$ cat config.mk
export PLATFORM = sky130hd
export DESIGN_NAME = i2c_register_access_master_top
export DESIGN_NICKNAME = d
export VERILOG_FILES = /design/src/hdl/i2cram_pkg.sv /design/src/hdl/i2cram_front.sv /design/src/hdl/i2cram_res_fifo.sv /design/src/hdl/i2cram_engine.sv /design/src/hdl/i2c_register_access_master_top.sv
export SDC_FILE = /design/constraint.sdc
export NUM_CORES = 1
export LEC_CHECK = 0
export CAP_MARGIN = 40
export CORE_MARGIN = 2
export CORE_UTILIZATION = 55
export CTS_BUF_LIST = sky130_fd_sc_hd__clkbuf_4 sky130_fd_sc_hd__clkbuf_8
export CTS_CLUSTER_DIAMETER = 40
export DETAILED_ROUTE_END_ITERATION = 7
export DONT_BUFFER_PORTS = 1
export PLACE_DENSITY_LB_ADDON = 0.2
export SETUP_SLACK_MARGIN = 0.5
export SYNTH_ARGS = -nofsm -noshare
export SYNTH_HDL_FRONTEND = slang
export SYNTH_HIERARCHICAL = 1
export SYNTH_SLANG_ARGS = --single-unit
$ cat constraint.sdc
create_clock -name clk_i -period 10.5 [get_ports clk_i]
set_input_delay 2.1 -clock clk_i [delete_from_list [all_inputs] [get_ports clk_i]]
set_output_delay 2.1 -clock clk_i [all_outputs]
set_load 0.02 [all_outputs]
$ cat src/hdl/i2cram_pkg.sv
// i2cram_pkg: shared types and constants of the i2c register access master
// used by the front queue, the bus engine, the result queue and the top level
`default_nettype none

package i2cram_pkg;

  localparam logic [7:0]  DevWrMask     = 8'hfe;
  localparam logic [7:0]  DevRdBit      = 8'h01;
  localparam logic [7:0]  MsbMask       = 8'h80;
  localparam logic [7:0]  HalfPeriodRst = 8'd10;
  localparam logic [15:0] AckTimeoutRst = 16'd1000;
  localparam int          ItemDepthDef  = 2;
  localparam int          ResDepthDef   = 2;
  localparam int          AddrW         = 3;

  typedef enum logic [1:0] {
    REQ_TICK   = 2'd0,
    REQ_BEGIN  = 2'd1,
    REQ_SUPPLY = 2'd2,
    REQ_NONE   = 2'd3
  } req_kind_e;

  typedef enum logic {
    REG_HALF_PERIOD = 1'b0,
    REG_ACK_TIMEOUT = 1'b1
  } cfg_reg_e;

  typedef struct packed {
    logic [7:0]  half_period;
    logic [15:0] ack_timeout;
  } cfg_t;

  typedef struct packed {
    req_kind_e  kind;
    logic       sda_in;
    logic       is_read;
    logic [7:0] dev_addr;
    logic [7:0] reg_addr;
    logic [7:0] length;
    logic [7:0] wr_byte;
  } item_t;

  typedef struct packed {
    logic       scl_level;
    logic       sda_level;
    logic [7:0] rd_byte;
    logic       rd_valid;
    logic       rd_last;
    logic       byte_wanted;
    logic       busy;
    logic       done;
    logic       status;
  } res_t;

endpackage

`default_nettype wire

$ cat src/hdl/i2cram_front.sv
// i2cram_front: accepts request beats, classifies them and queues them for the engine
// depends on i2cram_pkg
`default_nettype none

module i2cram_front
  import i2cram_pkg::*;
#(
  parameter int Depth = ItemDepthDef
) (
  input  wire logic       clk_i,
  input  wire logic       rst_ni,
  input  wire logic       push_i,
  output logic            full_o,
  input  wire logic [1:0] req_type_i,
  input  wire logic       sda_in_i,
  input  wire logic       is_read_i,
  input  wire logic [7:0] dev_addr_i,
  input  wire logic [7:0] reg_addr_i,
  input  wire logic [7:0] length_i,
  input  wire logic [7:0] wr_byte_i,
  output logic            item_valid_o,
  output item_t           item_o,
  input  wire logic       item_take_i
);

  localparam int PtrW = (Depth > 1) ? $clog2(Depth) : 1;
  localparam int CntW = $clog2(Depth + 1);

  item_t            mem_q [Depth];
  logic [PtrW-1:0]  wr_ptr_q, wr_ptr_d;
  logic [PtrW-1:0]  rd_ptr_q, rd_ptr_d;
  logic [CntW-1:0]  cnt_q, cnt_d;
  logic             wr_en, rd_en;
  item_t            item_new;
  req_kind_e        kind;

  assign kind = req_kind_e'(req_type_i);

  assign item_new = '{kind: kind, sda_in: sda_in_i, is_read: is_read_i,
                      dev_addr: dev_addr_i, reg_addr: reg_addr_i,
                      length: length_i, wr_byte: wr_byte_i};

  assign full_o       = (cnt_q == CntW'(Depth));
  assign item_valid_o = (cnt_q != '0);
  assign item_o       = mem_q[rd_ptr_q];
  assign wr_en        = push_i && !full_o;
  assign rd_en        = item_take_i && item_valid_o;

  always_comb begin
    wr_ptr_d = wr_ptr_q;
    rd_ptr_d = rd_ptr_q;
    cnt_d    = cnt_q;
    if (wr_en) begin
      wr_ptr_d = (wr_ptr_q == PtrW'(Depth - 1)) ? '0 : wr_ptr_q + 1'b1;
    end
    if (rd_en) begin
      rd_ptr_d = (rd_ptr_q == PtrW'(Depth - 1)) ? '0 : rd_ptr_q + 1'b1;
    end
    if (wr_en && !rd_en) begin
      cnt_d = cnt_q + 1'b1;
    end else if (rd_en && !wr_en) begin
      cnt_d = cnt_q - 1'b1;
    end
  end

  always_ff @(posedge clk_i or negedge rst_ni) begin
    if (!rst_ni) begin
      wr_ptr_q <= '0;
      rd_ptr_q <= '0;
      cnt_q    <= '0;
    end else begin
      wr_ptr_q <= wr_ptr_d;
      rd_ptr_q <= rd_ptr_d;
      cnt_q    <= cnt_d;
    end
  end

  always_ff @(posedge clk_i) begin
    if (wr_en) begin
      mem_q[wr_ptr_q] <= item_new;
    end
  end

endmodule

`default_nettype wire

$ cat src/hdl/i2cram_res_fifo.sv
// i2cram_res_fifo: result queue between the bus engine and the result port
// depends on i2cram_pkg
`default_nettype none

module i2cram_res_fifo
  import i2cram_pkg::*;
#(
  parameter int Depth = ResDepthDef
) (
  input  wire logic clk_i,
  input  wire logic rst_ni,
  input  wire logic push_i,
  input  res_t      data_i,
  output logic      ready_o,
  output logic      empty_o,
  input  wire logic pop_i,
  output res_t      data_o
);

  localparam int PtrW = (Depth > 1) ? $clog2(Depth) : 1;
  localparam int CntW = $clog2(Depth + 1);

  res_t             mem_q [Depth];
  logic [PtrW-1:0]  wr_ptr_q, wr_ptr_d;
  logic [PtrW-1:0]  rd_ptr_q, rd_ptr_d;
  logic [CntW-1:0]  cnt_q, cnt_d;
  logic             wr_en, rd_en;

  assign empty_o = (cnt_q == '0);
  assign rd_en   = pop_i && !empty_o;
  assign ready_o = (cnt_q != CntW'(Depth)) || rd_en;
  assign wr_en   = push_i && ready_o;
  assign data_o  = mem_q[rd_ptr_q];

  always_comb begin
    wr_ptr_d = wr_ptr_q;
    rd_ptr_d = rd_ptr_q;
    cnt_d    = cnt_q;
    if (wr_en) begin
      wr_ptr_d = (wr_ptr_q == PtrW'(Depth - 1)) ? '0 : wr_ptr_q + 1'b1;
    end
    if (rd_en) begin
      rd_ptr_d = (rd_ptr_q == PtrW'(Depth - 1)) ? '0 : rd_ptr_q + 1'b1;
    end
    if (wr_en && !rd_en) begin
      cnt_d = cnt_q + 1'b1;
    end else if (rd_en && !wr_en) begin
      cnt_d = cnt_q - 1'b1;
    end
  end

  always_ff @(posedge clk_i or negedge rst_ni) begin
    if (!rst_ni) begin
      wr_ptr_q <= '0;
      rd_ptr_q <= '0;
      cnt_q    <= '0;
    end else begin
      wr_ptr_q <= wr_ptr_d;
      rd_ptr_q <= rd_ptr_d;
      cnt_q    <= cnt_d;
    end
  end

  always_ff @(posedge clk_i) begin
    if (wr_en) begin
      mem_q[wr_ptr_q] <= data_i;
    end
  end

endmodule

`default_nettype wire

$ cat src/hdl/i2cram_engine.sv
// i2cram_engine: bus phase sequencer that carries out one queued request per cycle
// while the result queue has room; depends on i2cram_pkg; feeds i2cram_res_fifo
`default_nettype none

module i2cram_engine
  import i2cram_pkg::*;
(
  input  wire logic clk_i,
  input  wire logic rst_ni,
  input  cfg_t      cfg_i,
  input  wire logic item_valid_i,
  input  item_t     item_i,
  output logic      item_take_o,
  input  wire logic res_ready_i,
  output logic      res_push_o,
  output res_t      res_o
);

  typedef enum logic [4:0] {
    PH_IDLE      = 5'd0,
    PH_ST_A      = 5'd1,
    PH_ST_B      = 5'd2,
    PH_RS_PRE    = 5'd3,
    PH_TX_SETUP  = 5'd4,
    PH_TX_HIGH   = 5'd5,
    PH_TX_LOW    = 5'd6,
    PH_ACK_SETUP = 5'd7,
    PH_ACK_HIGH  = 5'd8,
    PH_ACK_WAIT  = 5'd9,
    PH_DATA_WAIT = 5'd10,
    PH_RX_LOW    = 5'd11,
    PH_RX_HIGH   = 5'd12,
    PH_MA_SETUP  = 5'd13,
    PH_MA_HIGH   = 5'd14,
    PH_MA_LOW    = 5'd15,
    PH_STOP_PRE  = 5'd16,
    PH_STOP_A    = 5'd17
  } phase_e;

  typedef enum logic [1:0] {
    STG_DEV   = 2'd0,
    STG_REG   = 2'd1,
    STG_DEVRD = 2'd2,
    STG_DATA  = 2'd3
  } stage_e;

  phase_e      phase_q, phase_d, nxt;
  stage_e      stage_q, stage_d;
  logic [7:0]  timer_q, timer_d;
  logic [15:0] ack_q, ack_d;
  logic [3:0]  bit_q, bit_d;
  logic [7:0]  left_q, left_d;
  logic [7:0]  shift_q, shift_d;
  logic [7:0]  dev_q, dev_d;
  logic [7:0]  reg_q, reg_d;
  logic        rmode_q, rmode_d;
  logic [7:0]  hbyte_q, hbyte_d;
  logic        hfull_q, hfull_d;
  logic        scl_q, scl_d;
  logic        sda_q, sda_d;
  logic        nack_q, nack_d;
  logic        go, el;
  logic [7:0]  hp, tn;
  res_t        res_d;

  function automatic logic [1:0] drive_of(phase_e p, logic [7:0] sh, logic [7:0] left);
    logic       tx;
    logic       ma;
    logic [1:0] r;
    tx = ((sh & MsbMask) != 8'h00);
    ma = (left == 8'h00);
    case (p)
      PH_ST_B:      r = 2'b10;
      PH_RS_PRE:    r = 2'b01;
      PH_TX_SETUP:  r = {1'b0, tx};
      PH_TX_HIGH:   r = {1'b1, tx};
      PH_TX_LOW:    r = {1'b0, tx};
      PH_ACK_SETUP: r = 2'b01;
      PH_DATA_WAIT: r = 2'b01;
      PH_RX_LOW:    r = 2'b01;
      PH_MA_SETUP:  r = {1'b0, ma};
      PH_MA_HIGH:   r = {1'b1, ma};
      PH_MA_LOW:    r = {1'b0, ma};
      PH_STOP_PRE:  r = 2'b00;
      PH_STOP_A:    r = 2'b10;
      default:      r = 2'b11;
    endcase
    return r;
  endfunction

  assign item_take_o = item_valid_i && res_ready_i;
  assign res_push_o  = item_take_o;
  assign res_o       = res_d;

  // phase timing, zero half period counts as one tick
  assign hp = (cfg_i.half_period == 8'd0) ? 8'd1 : cfg_i.half_period;
  assign tn = timer_q + 8'd1;
  assign el = ({1'b0, timer_q} + 9'd1) >= {1'b0, hp};

  always_comb begin
    phase_d = phase_q;
    stage_d = stage_q;
    timer_d = timer_q;
    ack_d   = ack_q;
    bit_d   = bit_q;
    left_d  = left_q;
    shift_d = shift_q;
    dev_d   = dev_q;
    reg_d   = reg_q;
    rmode_d = rmode_q;
    hbyte_d = hbyte_q;
    hfull_d = hfull_q;
    scl_d   = scl_q;
    sda_d   = sda_q;
    nack_d  = nack_q;
    go      = 1'b0;
    nxt     = PH_IDLE;
    res_d   = '0;
    if (item_take_o) begin
      case (item_i.kind)
        REQ_BEGIN: begin
          if (phase_q == PH_IDLE) begin
            rmode_d = item_i.is_read;
            dev_d   = item_i.dev_addr;
            reg_d   = item_i.reg_addr;
            left_d  = item_i.length;
            hfull_d = 1'b0;
            nack_d  = 1'b0;
            ack_d   = '0;
            stage_d = STG_DEV;
            bit_d   = '0;
            shift_d = item_i.is_read ? (item_i.dev_addr & DevWrMask) : item_i.dev_addr;
            go      = 1'b1;
            nxt     = PH_ST_A;
          end
        end
        REQ_SUPPLY: begin
          if (phase_q != PH_IDLE && !rmode_q && !hfull_q && left_q != 8'd0) begin
            hbyte_d = item_i.wr_byte;
            hfull_d = 1'b1;
          end
        end
        REQ_TICK: begin
          if (phase_q != PH_IDLE) begin
            case (phase_q)
              PH_ST_A: begin
                timer_d = tn;
                go      = el;
                nxt     = PH_ST_B;
              end
              PH_ST_B: begin
                timer_d = tn;
                if (el) begin
                  bit_d = '0;
                  go    = 1'b1;
                  nxt   = PH_TX_SETUP;
                end
              end
              PH_RS_PRE: begin
                timer_d = tn;
                go      = el;
                nxt     = PH_ST_A;
              end
              PH_TX_SETUP: begin
                timer_d = tn;
                go      = el;
                nxt     = PH_TX_HIGH;
              end
              PH_TX_HIGH: begin
                timer_d = tn;
                go      = el;
                nxt     = PH_TX_LOW;
              end
              PH_TX_LOW: begin
                timer_d = tn;
                if (el) begin
                  shift_d = {shift_q[6:0], 1'b0};
                  bit_d   = bit_q + 4'd1;
                  go      = 1'b1;
                  nxt     = (bit_d >= 4'd8) ? PH_ACK_SETUP : PH_TX_SETUP;
                end
              end
              PH_ACK_SETUP: begin
                timer_d = tn;
                go      = el;
                nxt     = PH_ACK_HIGH;
              end
              PH_ACK_HIGH: begin
                timer_d = tn;
                if (el) begin
                  ack_d = '0;
                  go    = 1'b1;
                  nxt   = PH_ACK_WAIT;
                end
              end
              PH_ACK_WAIT: begin
                if (!item_i.sda_in) begin
                  go = 1'b1;
                  case (stage_q)
                    STG_DEV: begin
                      stage_d = STG_REG;
                      shift_d = reg_q;
                      bit_d   = '0;
                      nxt     = PH_TX_SETUP;
                    end
                    STG_REG: begin
                      if (rmode_q) begin
                        stage_d = STG_DEVRD;
                        shift_d = dev_q | DevRdBit;
                        nxt     = PH_RS_PRE;
                      end else begin
                        stage_d = STG_DATA;
                        nxt     = PH_DATA_WAIT;
                      end
                    end
                    STG_DEVRD: begin
                      stage_d = STG_DATA;
                      if (left_q == 8'd0) begin
                        nxt = PH_STOP_PRE;
                      end else begin
                        shift_d = '0;
                        bit_d   = '0;
                        nxt     = PH_RX_LOW;
                      end
                    end
                    default: begin
                      nxt = PH_DATA_WAIT;
                    end
                  endcase
                end else if (ack_q >= cfg_i.ack_timeout) begin
                  nack_d = 1'b1;
                  go     = 1'b1;
                  nxt    = PH_STOP_PRE;
                end else begin
                  ack_d = ack_q + 16'd1;
                end
              end
              PH_DATA_WAIT: begin
                if (left_q == 8'd0) begin
                  go  = 1'b1;
                  nxt = PH_STOP_PRE;
                end else if (hfull_q) begin
                  hfull_d = 1'b0;
                  left_d  = left_q - 8'd1;
                  shift_d = hbyte_q;
                  bit_d   = '0;
                  go      = 1'b1;
                  nxt     = PH_TX_SETUP;
                end
              end
              PH_RX_LOW: begin
                timer_d = tn;
                go      = el;
                nxt     = PH_RX_HIGH;
              end
              PH_RX_HIGH: begin
                timer_d = tn;
                if (el) begin
                  shift_d = {shift_q[6:0], item_i.sda_in};
                  bit_d   = bit_q + 4'd1;
                  go      = 1'b1;
                  if (bit_d >= 4'd8) begin
                    res_d.rd_byte  = shift_d;
                    res_d.rd_valid = 1'b1;
                    res_d.rd_last  = (left_q <= 8'd1);
                    left_d         = (left_q == 8'd0) ? 8'd0 : left_q - 8'd1;
                    nxt            = PH_MA_SETUP;
                  end else begin
                    nxt = PH_RX_LOW;
                  end
                end
              end
              PH_MA_SETUP: begin
                timer_d = tn;
                go      = el;
                nxt     = PH_MA_HIGH;
              end
              PH_MA_HIGH: begin
                timer_d = tn;
                go      = el;
                nxt     = PH_MA_LOW;
              end
              PH_MA_LOW: begin
                timer_d = tn;
                if (el) begin
                  go = 1'b1;
                  if (left_q == 8'd0) begin
                    nxt = PH_STOP_PRE;
                  end else begin
                    shift_d = '0;
                    bit_d   = '0;
                    nxt     = PH_RX_LOW;
                  end
                end
              end
              PH_STOP_PRE: begin
                timer_d = tn;
                go      = el;
                nxt     = PH_STOP_A;
              end
              PH_STOP_A: begin
                timer_d = tn;
                if (el) begin
                  res_d.done   = 1'b1;
                  res_d.status = nack_q;
                  hfull_d      = 1'b0;
                  go           = 1'b1;
                  nxt          = PH_IDLE;
                end
              end
              default: begin
                go  = 1'b1;
                nxt = PH_IDLE;
              end
            endcase
          end
        end
        default: begin
        end
      endcase
      if (go) begin
        phase_d        = nxt;
        timer_d        = '0;
        {scl_d, sda_d} = drive_of(nxt, shift_d, left_d);
      end
    end
    res_d.scl_level   = scl_d;
    res_d.sda_level   = sda_d;
    res_d.byte_wanted = (phase_d != PH_IDLE) && !rmode_d && !hfull_d && (left_d != 8'd0);
    res_d.busy        = (phase_d != PH_IDLE);
  end

  always_ff @(posedge clk_i or negedge rst_ni) begin
    if (!rst_ni) begin
      phase_q <= PH_IDLE;
      stage_q <= STG_DEV;
      timer_q <= '0;
      ack_q   <= '0;
      bit_q   <= '0;
      left_q  <= '0;
      shift_q <= '0;
      dev_q   <= '0;
      reg_q   <= '0;
      rmode_q <= 1'b0;
      hbyte_q <= '0;
      hfull_q <= 1'b0;
      scl_q   <= 1'b1;
      sda_q   <= 1'b1;
      nack_q  <= 1'b0;
    end else begin
      phase_q <= phase_d;
      stage_q <= stage_d;
      timer_q <= timer_d;
      ack_q   <= ack_d;
      bit_q   <= bit_d;
      left_q  <= left_d;
      shift_q <= shift_d;
      dev_q   <= dev_d;
      reg_q   <= reg_d;
      rmode_q <= rmode_d;
      hbyte_q <= hbyte_d;
      hfull_q <= hfull_d;
      scl_q   <= scl_d;
      sda_q   <= sda_d;
      nack_q  <= nack_d;
    end
  end

`ifndef SYNTHESIS
  a_done_goes_idle: assert property (@(posedge clk_i) disable iff (!rst_ni)
    (item_take_o && res_d.done) |=> (phase_q == PH_IDLE))
    else $error("done reported but engine not idle");

  a_rd_only_in_read: assert property (@(posedge clk_i) disable iff (!rst_ni)
    (item_take_o && res_d.rd_valid) |-> rmode_q)
    else $error("received byte outside a read");

  a_no_hold_in_read: assert property (@(posedge clk_i) disable iff (!rst_ni)
    !(hfull_q && rmode_q))
    else $error("write byte held during a read");

  a_leave_busy_with_done: assert property (@(posedge clk_i) disable iff (!rst_ni)
    (item_take_o && item_i.kind == REQ_TICK && phase_q != PH_IDLE && !res_d.busy)
      |-> res_d.done)
    else $error("transfer ended without done");
`endif

endmodule

`default_nettype wire

$ cat src/hdl/i2c_register_access_master_top.sv
// i2c_register_access_master_top: configuration registers and the request/result queues
// depends on i2cram_pkg, i2cram_front, i2cram_engine, i2cram_res_fifo
//
// Usage: request beats are pushed while full is low. req_type selects a bus tick with the
// sampled SDA level, a begin (is_read, dev_addr, reg_addr, length) or a write data byte.
// Every request beat yields exactly one result beat, read while empty is low and taken
// with pop: SCL and SDA drive levels, received byte with valid and last flags, byte_wanted,
// busy, and done with status (1 when the slave failed to acknowledge).
// Each tick beat advances the bus sequencer by one step; a bus phase lasts
// half_period_ticks tick beats, the acknowledge wait up to ack_timeout_ticks + 1 beats.
// Throughput is one request per cycle while the result queue has room. A result is written
// into the result queue as its request is accepted and is on the result ports at its head.
// Registers (APB, byte addresses): 0x0 half_period_ticks, 0x4 ack_timeout_ticks;
// write them only while no transfer is running.
// Reset clears both queues, idles the bus with SCL and SDA released and loads the
// register defaults of 10 and 1000. When pop stays low the result queue fills, the
// sequencer holds and the request queue raises full once it is full too.
`default_nettype none

module i2c_register_access_master_top
  import i2cram_pkg::*;
#(
  parameter int ItemDepth = ItemDepthDef,
  parameter int ResDepth  = ResDepthDef
) (
  input  wire logic             clk_i,
  input  wire logic             rst_ni,
  input  wire logic             psel,
  input  wire logic             penable,
  input  wire logic             pwrite,
  input  wire logic [AddrW-1:0] paddr,
  input  wire logic [31:0]      pwdata,
  output logic [31:0]           prdata,
  output logic                  pready,
  input  wire logic             push,
  output logic                  full,
  input  wire logic [1:0]       req_type_i,
  input  wire logic             sda_in_i,
  input  wire logic             is_read_i,
  input  wire logic [7:0]       dev_addr_i,
  input  wire logic [7:0]       reg_addr_i,
  input  wire logic [7:0]       length_i,
  input  wire logic [7:0]       wr_byte_i,
  output logic                  empty,
  input  wire logic             pop,
  output logic                  scl_level_o,
  output logic                  sda_level_o,
  output logic [7:0]            rd_byte_o,
  output logic                  rd_valid_o,
  output logic                  rd_last_o,
  output logic                  byte_wanted_o,
  output logic                  busy_res_o,
  output logic                  done_res_o,
  output logic                  status_o
);

  cfg_t     cfg_q, cfg_d;
  cfg_reg_e reg_sel;
  logic     cfg_wr;
  logic     item_valid, item_take;
  item_t    item;
  logic     res_ready, res_push;
  res_t     res_in, res_out;

  assign pready  = 1'b1;
  assign cfg_wr  = psel && penable && pwrite && pready;
  assign reg_sel = cfg_reg_e'(paddr[2]);

  always_comb begin
    cfg_d = cfg_q;
    if (cfg_wr) begin
      case (reg_sel)
        REG_HALF_PERIOD: cfg_d.half_period = pwdata[7:0];
        REG_ACK_TIMEOUT: cfg_d.ack_timeout = pwdata[15:0];
        default: begin
        end
      endcase
    end
  end

  always_comb begin
    case (reg_sel)
      REG_HALF_PERIOD: prdata = {24'd0, cfg_q.half_period};
      REG_ACK_TIMEOUT: prdata = {16'd0, cfg_q.ack_timeout};
      default:         prdata = '0;
    endcase
  end

  always_ff @(posedge clk_i or negedge rst_ni) begin
    if (!rst_ni) begin
      cfg_q <= '{half_period: HalfPeriodRst, ack_timeout: AckTimeoutRst};
    end else begin
      cfg_q <= cfg_d;
    end
  end

  i2cram_front #(
    .Depth (ItemDepth)
  ) u_front (
    .clk_i        (clk_i),
    .rst_ni       (rst_ni),
    .push_i       (push),
    .full_o       (full),
    .req_type_i   (req_type_i),
    .sda_in_i     (sda_in_i),
    .is_read_i    (is_read_i),
    .dev_addr_i   (dev_addr_i),
    .reg_addr_i   (reg_addr_i),
    .length_i     (length_i),
    .wr_byte_i    (wr_byte_i),
    .item_valid_o (item_valid),
    .item_o       (item),
    .item_take_i  (item_take)
  );

  i2cram_engine u_engine (
    .clk_i        (clk_i),
    .rst_ni       (rst_ni),
    .cfg_i        (cfg_q),
    .item_valid_i (item_valid),
    .item_i       (item),
    .item_take_o  (item_take),
    .res_ready_i  (res_ready),
    .res_push_o   (res_push),
    .res_o        (res_in)
  );

  i2cram_res_fifo #(
    .Depth (ResDepth)
  ) u_res_fifo (
    .clk_i   (clk_i),
    .rst_ni  (rst_ni),
    .push_i  (res_push),
    .data_i  (res_in),
    .ready_o (res_ready),
    .empty_o (empty),
    .pop_i   (pop),
    .data_o  (res_out)
  );

  assign scl_level_o   = res_out.scl_level;
  assign sda_level_o   = res_out.sda_level;
  assign rd_byte_o     = res_out.rd_byte;
  assign rd_valid_o    = res_out.rd_valid;
  assign rd_last_o     = res_out.rd_last;
  assign byte_wanted_o = res_out.byte_wanted;
  assign busy_res_o    = res_out.busy;
  assign done_res_o    = res_out.done;
  assign status_o      = res_out.status;

endmodule

`default_nettype wire
=== Word level (Yosys, flattened, before mapping) ===
Memories as Yosys holds them, arrays and structs flattened.
Index checks and enable logic that the tools add are counted.

* Flip-flop bits (word level): 112
* Output and inout bits: 51
* Memories: 2
* RAM bits: 104
* Bits of input ports: 78
* Logic and storage cells: 301

* Multiplexer cells: 133
* Equality and inequality tests: 60
* $lt $le $gt $ge: 4
* Bitwise operators: 1
* Reduce and logical (&&, ||, !) cells: 64
* $add $sub $neg: 13

{| class="wikitable"
|+ Memories
! memory !! depth !! width !! read ports !! clocked after memory_dff !! write ports !! RTL line !! RTL
|-
| u_front.mem_q || 2 || 36 || 1 || 0 || 1 || i2cram_front.sv:29 || <nowiki>item_t mem_q [Depth];</nowiki>
|-
| u_res_fifo.mem_q || 2 || 16 || 1 || 0 || 1 || i2cram_res_fifo.sv:23 || <nowiki>res_t mem_q [Depth];</nowiki>
|}

{| class="wikitable"
|+ Operators by type and width
! cell !! count
|-
| $mux W8 || 24
|-
| $mux W16 || 5
|-
| $pmux W5 S16 || 1
|-
| $eq A5 B4 Y1 const B || 13
|-
| $pmux W16 S2 || 2
|-
| $pmux W32 S2 || 1
|-
| $mux W10 || 6
|-
| $mux W5 || 11
|-
| $pmux W8 S2 || 3
|-
| $mux W4 || 11
|-
| $eq A5 B3 Y1 const B || 8
|-
| $pmux W8 S5 || 1
|-
| $mux W1 || 37
|-
| $mux W2 || 14
|-
| $logic_not A8 Y1 || 3
|-
| $ne A3 B2 Y1 const B || 8
|-
| $pmux W8 S3 || 1
|-
| $eq A5 B2 Y1 const B || 4
|-
| $eq A5 B5 Y1 const B || 4
|-
| $pmux W4 S5 || 1
|-
| $logic_and A1 B1 Y1 || 17
|-
| $add A16 B1 Y16 const B || 1
|-
| $ge A16 B16 Y1 || 1
|-
| $pmux W4 S2 || 2
|-
| other kinds (49) || 96
|}

=== Longest topological paths before layout ===
Gate-level depths: netlist (run 1).

* Word-level depth: 14
* Depth in mapped cells: 16

=== By module ===
The synthesis (run 1) kept the hierarchy.

{| class="wikitable"
|+ By module, submodules not included
! module !! instances !! area an instance (µm²) !! cells each !! seq. area each (µm²)
|-
| i2cram_engine || 1 || 6476.2 || 781 || 1979.4
|-
| i2cram_front || 1 || 2947.8 || 131 || 2262.2
|-
| i2cram_res_fifo || 1 || 1358.8 || 68 || 1061.0
|-
| i2c_register_access_master_top || 1 || 1262.5 || 88 || 610.6
|}

=== Worst setup path after synthesis (run 1) ===
Ideal clock, no wire load.

* Path kind: input port to output port
* From: input port paddr[2]
* To: output port prdata[6]
* Arrival time: 2.803 ns
* Data required time: 8.400 ns
* Path slack: 5.597 ns
* Path buffers: 2
* Stages: 3
* Path through: buf_4 > buf_2 > mux2_2

* Longest elaborated chain between the ends: 2

{| class="wikitable"
|+ Ends and longest elaborated chain
! element !! RTL line !! RTL
|-
| from (decl) || i2c_register_access_master_top.sv:31 || <nowiki>input wire logic [AddrW-1:0] paddr,</nowiki>
|-
| $not A1 Y1 (no line) || n/a ||
|-
| $pmux W32 S2 * || i2c_register_access_master_top.sv:82 || <nowiki>case (reg_sel)</nowiki>
|-
| to (decl) || i2c_register_access_master_top.sv:33 || <nowiki>output logic [31:0] prdata,</nowiki>
|}

Mark *: on every way between the ends. The rest lies on a longest branch, timed or not. The select of a mux whose other input is x is not followed.

==> results of run 1 <==
## power by group through the flow
stage	logic (µW)	registers, µW	clock network (µW)
after floorplan	1200	1280	0
after global placement	1350	1380	0
after detailed placement	1380	1390	0
after CTS	1390	1380	946
after global routing	1510	1410	985
final	1400	1380	918
## how the worst max path moves through the flow
stage,to,slack (ns),cells after the start
after global routing,u_res_fifo/mem_q[0][15],5.61,9
after CTS,u_res_fifo/mem_q[1][15],5.89,9
after detailed placement,u_res_fifo/mem_q[0][15],5.36,9
after global placement,u_res_fifo/mem_q[0][15],5.23,8
final,u_res_fifo/mem_q[0][15],5.78,9
after floorplan,prdata[6],5.60,3
## routing by layer
layer | share of wire | track usage
met1 | 0.43 | 0.317
met2 | 0.46 | 0.370
met3 | 0.077 | 0.0573
met4 | 0.030 | 0.0895
met5 | 0 | 0
## area by class of cell
cell class                 count  area (µm²)  share of cell area
sequential                   215        5910               0.455
timing repair buffer           8        72.6             0.00558
tap                          280         350              0.0269
clock buffer                  65         788              0.0606
clock inverter                11         164              0.0126
multi-input combinational    741        5510               0.424
inverter                      54         203              0.0156
## flip-flops by register name, indices dropped and copies added (netlist names), 2 cells and up
name / count
cfg_q: 24
u_engine/stage_q: 2
u_front/mem_q: 72
u_engine/left_q: 8
u_engine/shift_q: 8
u_engine/reg_q: 8
u_front/cnt_q: 2
u_engine/timer_q: 8
u_engine/ack_q: 16
u_engine/bit_q: 4
u_engine/dev_q: 7
u_engine/hbyte_q: 8
u_res_fifo/cnt_q: 2
u_engine/phase_q: 5
u_res_fifo/mem_q: 32
## cell usage in the layout (no fill, tap or decap), drive strengths merged, types with 5 or more instances in the layout
cell       n
nor4       6
nor2b      6
o22ai      7
nor2      65
edfxtp   104
a21o       6
nand2b    19
dfstp     10
ha        36
or4        5
a222oi     8
o21ai     81
xnor2     16
mux2     110
a21oi     38
a31oi     14
a211o      7
a22o      19
o211ai     9
a2111oi    5
nand3     26
xor2       8
nor3b      6
o31ai      7
clkbuf    65
nand4     11
inv       54
a211oi     5
nor3      21
and2      27
dfrtp    101
conb      17
buf        8
and3      22
nand2     73
## cell families after synthesis
kind of cell	share of synthesized area
and+or+nand+nor	0.136
other	0.000623
DFF	0.491
xor gates and xnor gates	0.0181
muxes	0.119
AOI/OAI and AO/OA	0.141
adders and majority gates	0.0374
buffers and inverters	0.0571
## critical path, delay by kind of cell
family / cells / cell delay [ns]
AOI/OAI and AO/OA: 4 / 1.65
buffers and inverters: 2 / 0.41
and+or+nand+nor: 3 / 0.79
## stage by stage
step	std cells	area, µm²	hold slack [ns]
after floorplan	1083	12100	0.439
after global placement	1295	12000	0.454
after detailed placement	1298	12000	0.466
after CTS	1374	13000	0.477
after global routing	1374	13000	0.513
final	1374	13000	0.477
==> impl_metrics.yaml, run 1 <==
sta:
  setup_viol: 0
  period_minus_slack_ns: 4.72
  fin_crit_sh: 0.449
  slew_headroom: 0.383
  rsz0062_at_grt: "no"
  finalMaxSlewViolations: 0
  clock_skew_ns: 0.0180
  hold_viol: 0
  worstMarginPinSlew_ns: 0.917
  layout_setup_ws_ns: 5.78
  fin_setup_tns_ns: 0
  fmax_mhz: 212
worst_setup_path:
  r2r-end: "u_res_fifo/mem_q[0][14]"
  cp_cell_sequence: "or3b_4 -> nand2_1 -> nor2_1 -> o21ai_0 -> a21oi_1 -> buf_4 -> o21a_1 -> inv_1 -> o41ai_1"
  cp-start-kind: "input port"
  r2r_cells: 14
  reg2reg_from: "u_engine/timer_q[0]"
  cpPeakStageDelay_ns: 0.66
  crit_slowest_cell: "o41ai_1"
  required_ns: 10.74
  crit_type: "input port to flop"
  end_kind: "flop"
  setup.worst_path.start: "pop"
  crit_arrival_ns: 4.96
  critPathMaxFanout: 13
  r2r_slack_ns: 5.89
worst_hold_path:
  worstHoldStart: "u_engine/timer_q[7]"
  min_path_type: "flop to flop"
  whs_endpoint: "u_engine/timer_q[7]"
  holdPathStages: 2
grt:
  antenna_found_initial: 0
  grt-ovfl-total: 0
  grt_pass1_wl_um: 44200
  grt_max_degree: 112
  grt.total_usage: 0.235
  grt_pass1_vias: 8411
die:
  initial_core_util: 0.555
  fp.dieArea_um2: 23100
  num_rows: 54
  die_w_um: 152
  coreArea_um2: 21700
  die_h_um: 152
  ios: 129
clocking:
  cts-root-buf: "clkbuf_8"
  cts_buffer_depth: 3
  cts_sinks: 215
  clkTransAtPathRegs_ns: 0.05
  h-tree-depth: 2
  cts_tree: "built"
  cts_resized: 0
  clk_latency_ns: 0.53
  cts_setup_buffers: 0
  ctsHoldBuffers: 0
  cts_buffers: 42
logic_synthesis:
  synth_edf_count: 104
  synth.avg_cell_area_um2: 11.3
  async_reset_ff_frac: 0.516
  synthTopCellsByCount: "edfxtp_1 (104), dfrtp_1 (101), o21ai_0 (78), mux2_2 (70), nand2_1 (70)"
  syn_area_um2: 12000
  synth_most_common_cell: "edfxtp_1"
  ys_seq_area_frac: 0.491
  synth_area_leaders: "edfxtp_1 (26%), dfrtp_1 (21%), mux2_2 (6.5%)"
  ys.warnings.count: 6
  netlist.area_leader.share: 0.259
  ys_seq_elements: 215
  synth-main-ff-cell: "edfxtp_1"
  ys_types: 94
  yosys.area.top_type: "edfxtp_1"
  syn_inst: 1068
detailed_routing:
  routed_wl_um: 27300
  vias: 8404
  detail-route-antenna-nets: 0
  drt-pass1-iter-count: 5
  drt_iter0_drc: 761
  viasPerCell: 6.12
  wire_per_inst_um: 19.9
  drc: 0
pwr:
  ir_worst_vdd_mv: 0.153
  leakagePower_uw: 0.00535
  total_power_uw: 3700
  clkPwrFrac: 0.249
  pwr-share-seq: 0.373
  swShare: 0.374
  pwr_density_cell_nw_per_um2: 284
  combPwrFrac: 0.378
  power_switching_uw: 1380
  intPower_uw: 2310
cells_and_area:
  nets: 1176
  fill_cells: 1834
  final_core_util: 0.599
  antenna_cells: 0
  area_growth_pct: 7.93
  final_layout_size_suffix_gt1_frac: 0.213
outcome:
  status: "finished, final reports clean"
placement:
  dp_hpwl_um: 18900
  portBuffers: 0
  place_worst_setup_slack_ns: 5.36
  routabilityCongestion: 0.958
flow_run:
  drv_cap: 0
Power figures use the tool's default switching activity.
==> run 2: changes to the inputs <==
Clock period 10.5 ns to 4.2 ns, I/O delays scaled along.
==> run 2 against run 1 <==
Effect of this change:
- clock skew rose by 0.015 ns
- non-clock buffer count rose by 45
- largest cell class unchanged
- clock-buffer cell count fell by 5
- total power rose to 2.6 times the previous value
- die area did not move
- largest power group unchanged
- combinational power rose to 2.8 times the previous value
- clock power rose by 130%
- critical path depth rose by 6
- worst setup slack got worse by 5.4 ns
- register-to-register slack got worse by 5.5 ns
- wire length rose by 4.7%
- critical endpoint is now u_res_fifo/mem_q[1][3]
- sequential power rose by 150%
==> impl_metrics.yaml, run 2 (same netlist as run 1, synthesis figures left out) <==
grt:
  grt-ovfl-total: 0
  grt_pass1_vias: 8568
  grt.total_usage: 0.246
  antenna_found_initial: 0
  grt_pass1_wl_um: 45700
  grt_max_degree: 95
clocking:
  cts-root-buf: "clkbuf_8"
  clk_latency_ns: 0.54
  clkTransAtPathRegs_ns: 0.06
  cts_buffer_depth: 3
  cts_sinks: 215
  cts_buffers: 41
  cts_tree: "built"
  h-tree-depth: 2
placement:
  routabilityCongestion: 0.928
  dp_hpwl_um: 19600
  portBuffers: 0
  dpl_cell_area_um2: 12300
  place_worst_setup_slack_ns: 0.151
die:
  coreArea_um2: 21700
  initial_core_util: 0.555
  die_w_um: 152
  ios: 129
  num_rows: 54
  fp.dieArea_um2: 23100
  die_h_um: 152
sta:
  setup_viol: 0
  fin_crit_sh: 0.899
  layout_setup_ws_ns: 0.425
  clock_skew_ns: 0.0333
  slew_headroom: 0.432
  finalMaxSlewViolations: 0
  hold_viol: 0
  rsz0062_at_grt: "yes"
  fin_setup_tns_ns: 0
  fmax_mhz: 265
  period_minus_slack_ns: 3.78
  worstMarginPinSlew_ns: 0.844
detailed_routing:
  wire_per_inst_um: 20.2
  vias: 8565
  drc: 0
  drt_iter0_drc: 670
  viasPerCell: 6.04
  detail-route-antenna-nets: 0
  drt-pass1-iter-count: 5
  routed_wl_um: 28600
worst_setup_path:
  crit_slowest_cell: "or4_4"
  required_ns: 4.46
  cp.depth: 15
  cp-start-kind: "flop"
  path_buf_inv: 1
  crit_type: "flop to flop"
  critPathMaxFanout: 7
  end_kind: "flop"
  crit_arrival_ns: 4.04
  r2r_cells: 15
  cpPeakStageDelay_ns: 0.53
  crit_path_frequent_cell: "and3_4"
  cpLargestDelayFamily: "simple AND/OR/NAND/NOR gates"
  cp_cell_sequence: "ha_4 -> and3_4 -> nand3_4 -> xnor2_2 -> ha_1 -> and3_4 -> a21oi_2 -> and3_4 -> buf_12 -> a21oi_4 -> a21oi_4 -> o211ai_1 -> a31o_2 -> or4_4 -> o211a_4"
outcome:
  status: "finished, final reports clean"
cells_and_area:
  final_cell_mix: "edfxtp_1 (104), dfrtp_1 (96), o21ai_0 (76)"
  nets: 1220
  final_core_util: 0.626
  area_growth_pct: 12.7
  largest_registers: "u_front/mem_q x72, u_res_fifo/mem_q x32, cfg_q x24"
  fill_cells: 1736
  regMostFlops: "u_front/mem_q"
  largest_reg_flops: 72
  final_area_um2: 13600
  antenna_cells: 0
  final_layout_size_suffix_gt1_frac: 0.270
  final_common_cell: "edfxtp_1"
worst_hold_path:
  min_path_type: "input port to asynchronous set/reset pin"
pwr:
  pwr_density_cell_nw_per_um2: 703
  ir_worst_vdd_mv: 0.401
  leakagePower_uw: 0.00560
flow_run:
  drv_cap: 0
-- run 2: changes by cell type in the layout (fill, tap and decap cells not counted), moves of 4 or more --
cell,before,now
clkinv_2,1,5
buf_4,7,47
dfrtp_1,100,96
dfrtp_2,1,5
-- run 2: what timing repair did --
| action | CTS | global route |
|---|---|---|
| endpoints found under the hold margin | 94 | 0 |
| buffers inserted | 9 | 5 |
| pin swaps | 16 | 20 |
| gates resized for setup | 19 | 32 |
| endpoints found under the setup margin | 9 | 10 |
| hold buffers | 2 | 0 |
-- run 2: final cells by class --
class	instances	area [µm²]	share of cell area
Sequential cell	215	5920	0.436
Multi-Input combinational cell	741	5770	0.425
Clock buffer	60	738	0.0544
Timing Repair Buffer	53	453	0.0334
Tap cell	280	350	0.0258
Inverter	54	203	0.0149
Clock inverter	16	143	0.0105
-- run 2: worst reg2reg max path, stage by stage, from the launching register on --
cell	delay (ns)
dfrtp_2	0.44
ha_4	0.15
and3_4	0.20
nand3_4	0.07
xnor2_2	0.16
ha_1	0.31
and3_4	0.16
a21oi_2	0.14
and3_4	0.21
buf_12	0.13
a21oi_4	0.11
a21oi_4	0.19
o211ai_1	0.14
a31o_2	0.29
or4_4	0.53
o211a_4	0.27
-- run 2: path summary, 6_finish.rpt --
path | startpoint | endpoint | slack (ns)
max | u_engine/timer_q[0] | u_res_fifo/mem_q[1][3] | 0.42
min reg2reg | u_engine/timer_q[7] | u_engine/timer_q[7] | 0.47
max in group asynchronous | rst_ni | u_res_fifo/cnt_q[1] | 3.09
min | rst_ni | cfg_q[7] | 0.15
min in group clk_i | length_i[5] | u_front/mem_q[1][13] | 0.39
max reg2reg | u_engine/timer_q[0] | u_res_fifo/mem_q[1][3] | 0.42
-- run 2: power breakdown --
group | switching, µW | internal, µW
Combinational | 2330 | 1640
Sequential | 483 | 2950
Clock | 883 | 1260
Total | 3690 | 5850
-- run 2: routing by layer --
layer,GRT usage,share of wire,vias to the layer above
li1,-,-,4013
met1,0.338,0.44,4163
met2,0.391,0.46,331
met3,0.0553,0.075,58
met4,0.0774,0.027,0
met5,0,0,-
-- run 2: metrics by stage --
step	total power, µW	hold WS, ns	instances
6_report	9540	0.152	1419
5_1_grt	10100	0.123	1419
4_1_cts	9410	0.126	1414
3_5_place_dp	7100	0.460	1327
3_3_place_gp	7010	0.452	1326
2_1_floorplan	6200	0.439	1083
==> run 3: changes to the inputs <==
Settings changed: CTS_BUF_LIST sky130_fd_sc_hd__clkbuf_4 sky130_fd_sc_hd__clkbuf_8 to not set, GPL_TIMING_DRIVEN set to 1.
==> run 3 against run 2 <==
Effect of this change:
- register-to-register slack improved by 0.04 ns
- non-clock buffer count decreased by 2
- die area did not move
- final cell count shrank 1.6%
- clock power grew 18%
- clock-buffer cell count is 27 lower
- via count is 0.41% lower
- combinational power is essentially flat
- utilization increased by 0.44 points
- highest routed layer unchanged
==> impl_metrics.yaml, run 3 (same netlist as run 1, synthesis figures left out) <==
outcome:
  status: "finished, final reports clean"
cells_and_area:
  final_cell_mix: "edfxtp_1 (104), dfrtp_1 (98), o21ai_0 (76)"
  final_core_util: 0.630
  final_layout_size_suffix_gt1_frac: 0.255
  largest_registers: "u_front/mem_q x72, u_res_fifo/mem_q x32, cfg_q x24"
  antenna_cells: 0
  largest_reg_flops: 72
  nets: 1207
  area_growth_pct: 13.5
  final_common_cell: "edfxtp_1"
  regMostFlops: "u_front/mem_q"
grt:
  use_met2: 0.390
  grtUsageMet3: 0.0456
  antenna_found_initial: 0
  grt_pass1_vias: 8495
  grt.total_usage: 0.244
  grt_max_degree: 102
  grt_pass1_wl_um: 45600
  globalRoute.busiestLayer: "met2"
  grt-ovfl-total: 0
  met1_usage: 0.338
placement:
  routabilityCongestion: 0.928
  dp_hpwl_um: 19600
  portBuffers: 0
pwr:
  ir_worst_vdd_mv: 0.482
  leakagePower_uw: 0.00564
  intPower_uw: 6130
  clkPwrFrac: 0.256
  pwr-share-seq: 0.345
  swShare: 0.382
  combPwrFrac: 0.400
  power_switching_uw: 3780
  pwr_density_cell_nw_per_um2: 725
worst_setup_path:
  cp-start-kind: "flop"
  end_kind: "flop"
  r2r_cells: 15
  cpPeakStageDelay_ns: 0.54
  crit_path_frequent_cell: "and3_4"
  cpLargestDelayFamily: "simple AND/OR/NAND/NOR gates"
  crit_type: "flop to flop"
  required_ns: 4.49
  reg2reg_from: "u_engine/timer_q[0]"
  r2r-end: "u_res_fifo/mem_q[1][3]"
  r2r_slack_ns: 0.46
  critPathMaxFanout: 7
  crit_slowest_cell: "or4_4"
  crit_arrival_ns: 4.03
  cp_cell_sequence: "ha_2 -> and3_4 -> nand3_4 -> xnor2_2 -> ha_1 -> and3_4 -> a21oi_2 -> and3_4 -> buf_12 -> a21oi_4 -> buf_6 -> a311oi_4 -> a21o_1 -> or4_4 -> o211a_4"
  path_buf_inv: 2
sta:
  slew_headroom: 0.456
  period_minus_slack_ns: 3.74
  rsz0062_at_grt: "yes"
  clock_skew_ns: 0.0188
  fin_setup_tns_ns: 0
  hold_viol: 0
  finalMaxSlewViolations: 0
  worstMarginPinSlew_ns: 0.809
  fmax_mhz: 268
  fin_crit_sh: 0.890
  setup_viol: 0
clocking:
  h-tree-depth: 1
  clkTransAtPathRegs_ns: 0.06
  cts_buffer_depth: 3
  cts_sinks: 215
  cts_buffers: 30
  cts-root-buf: "clkbuf_16"
  cts_tree: "built"
  clk_latency_ns: 0.56
detailed_routing:
  drc: 0
  drt-pass1-iter-count: 5
  detail-route-antenna-nets: 0
  wire_per_inst_um: 20.3
  vias: 8530
  viasPerCell: 6.11
  routed_wl_um: 28400
  drt_iter0_drc: 707
die:
  ios: 129
  die_w_um: 152
  initial_core_util: 0.555
  fp.dieArea_um2: 23100
  die_h_um: 152
  coreArea_um2: 21700
  num_rows: 54
worst_hold_path:
  min_path_type: "input port to asynchronous set/reset pin"
flow_run:
  drv_cap: 0
## run 3: power groups by stage
stage          sequential [µW]  clock [µW]  combinational (µW)
3_5_place_dp              3440           0                3660
4_1_cts                   3400        2590                3810
2_1_floorplan             3200           0                3000
6_report                  3410        2530                3960
3_3_place_gp              3410           0                3600
5_1_grt                   3500        2670                4280
## run 3: how the worst max path moves through the flow
stage | from | endpoint | slack [ns] | cells after the start
floorplan | u_engine/timer_q[0] | u_res_fifo/mem_q[0][3] | 0.59 | 15
global placement | u_engine/timer_q[0] | u_res_fifo/mem_q[0][14] | 0.24 | 15
detailed placement | u_engine/timer_q[0] | u_res_fifo/mem_q[1][14] | 0.15 | 15
CTS | u_engine/timer_q[0] | u_res_fifo/mem_q[0][14] | 0.50 | 16
global route | u_engine/timer_q[0] | u_res_fifo/mem_q[0][3] | 0.35 | 15
finish | u_engine/timer_q[0] | u_res_fifo/mem_q[1][3] | 0.46 | 15
## run 3: layout make-up
type	count	area, µm²
fillers	1707	8020
flip-flops and latches	215	5920
multi-input cells	741	5740
clock buffers	33	783
repair buffers	51	435
well taps	280	350
clock inverters	23	243
inverters	54	203
## run 3: timing repair
| item | in CTS | in global routing |
|---|---|---|
| endpoints found under the setup margin | 10 | 9 |
| endpoints found under the hold margin | 101 | 0 |
| hold buffers | 1 | 0 |
| resized for setup | 19 | 29 |
| pin swaps | 17 | 11 |
| setup buffers | 10 | 3 |
## run 3: metrics by stage
stage	setup slack [ns]	std cells	hold slack, ns	cell area [µm²]	total power, µW
5_1_grt	0.345	1397	0.114	13700	10400
3_5_place_dp	0.151	1327	0.460	12300	7100
4_1_cts	0.496	1394	0.109	13500	9810
2_1_floorplan	0.593	1083	0.439	12100	6200
3_3_place_gp	0.237	1326	0.452	12300	7010
6_report	0.462	1397	0.137	13700	9910
## run 3: per-layer routing
metal,part of all wire,wire length (µm)
met1,0.44,12400
met2,0.46,13200
met4,0.032,900
met3,0.067,1910
met5,0,0
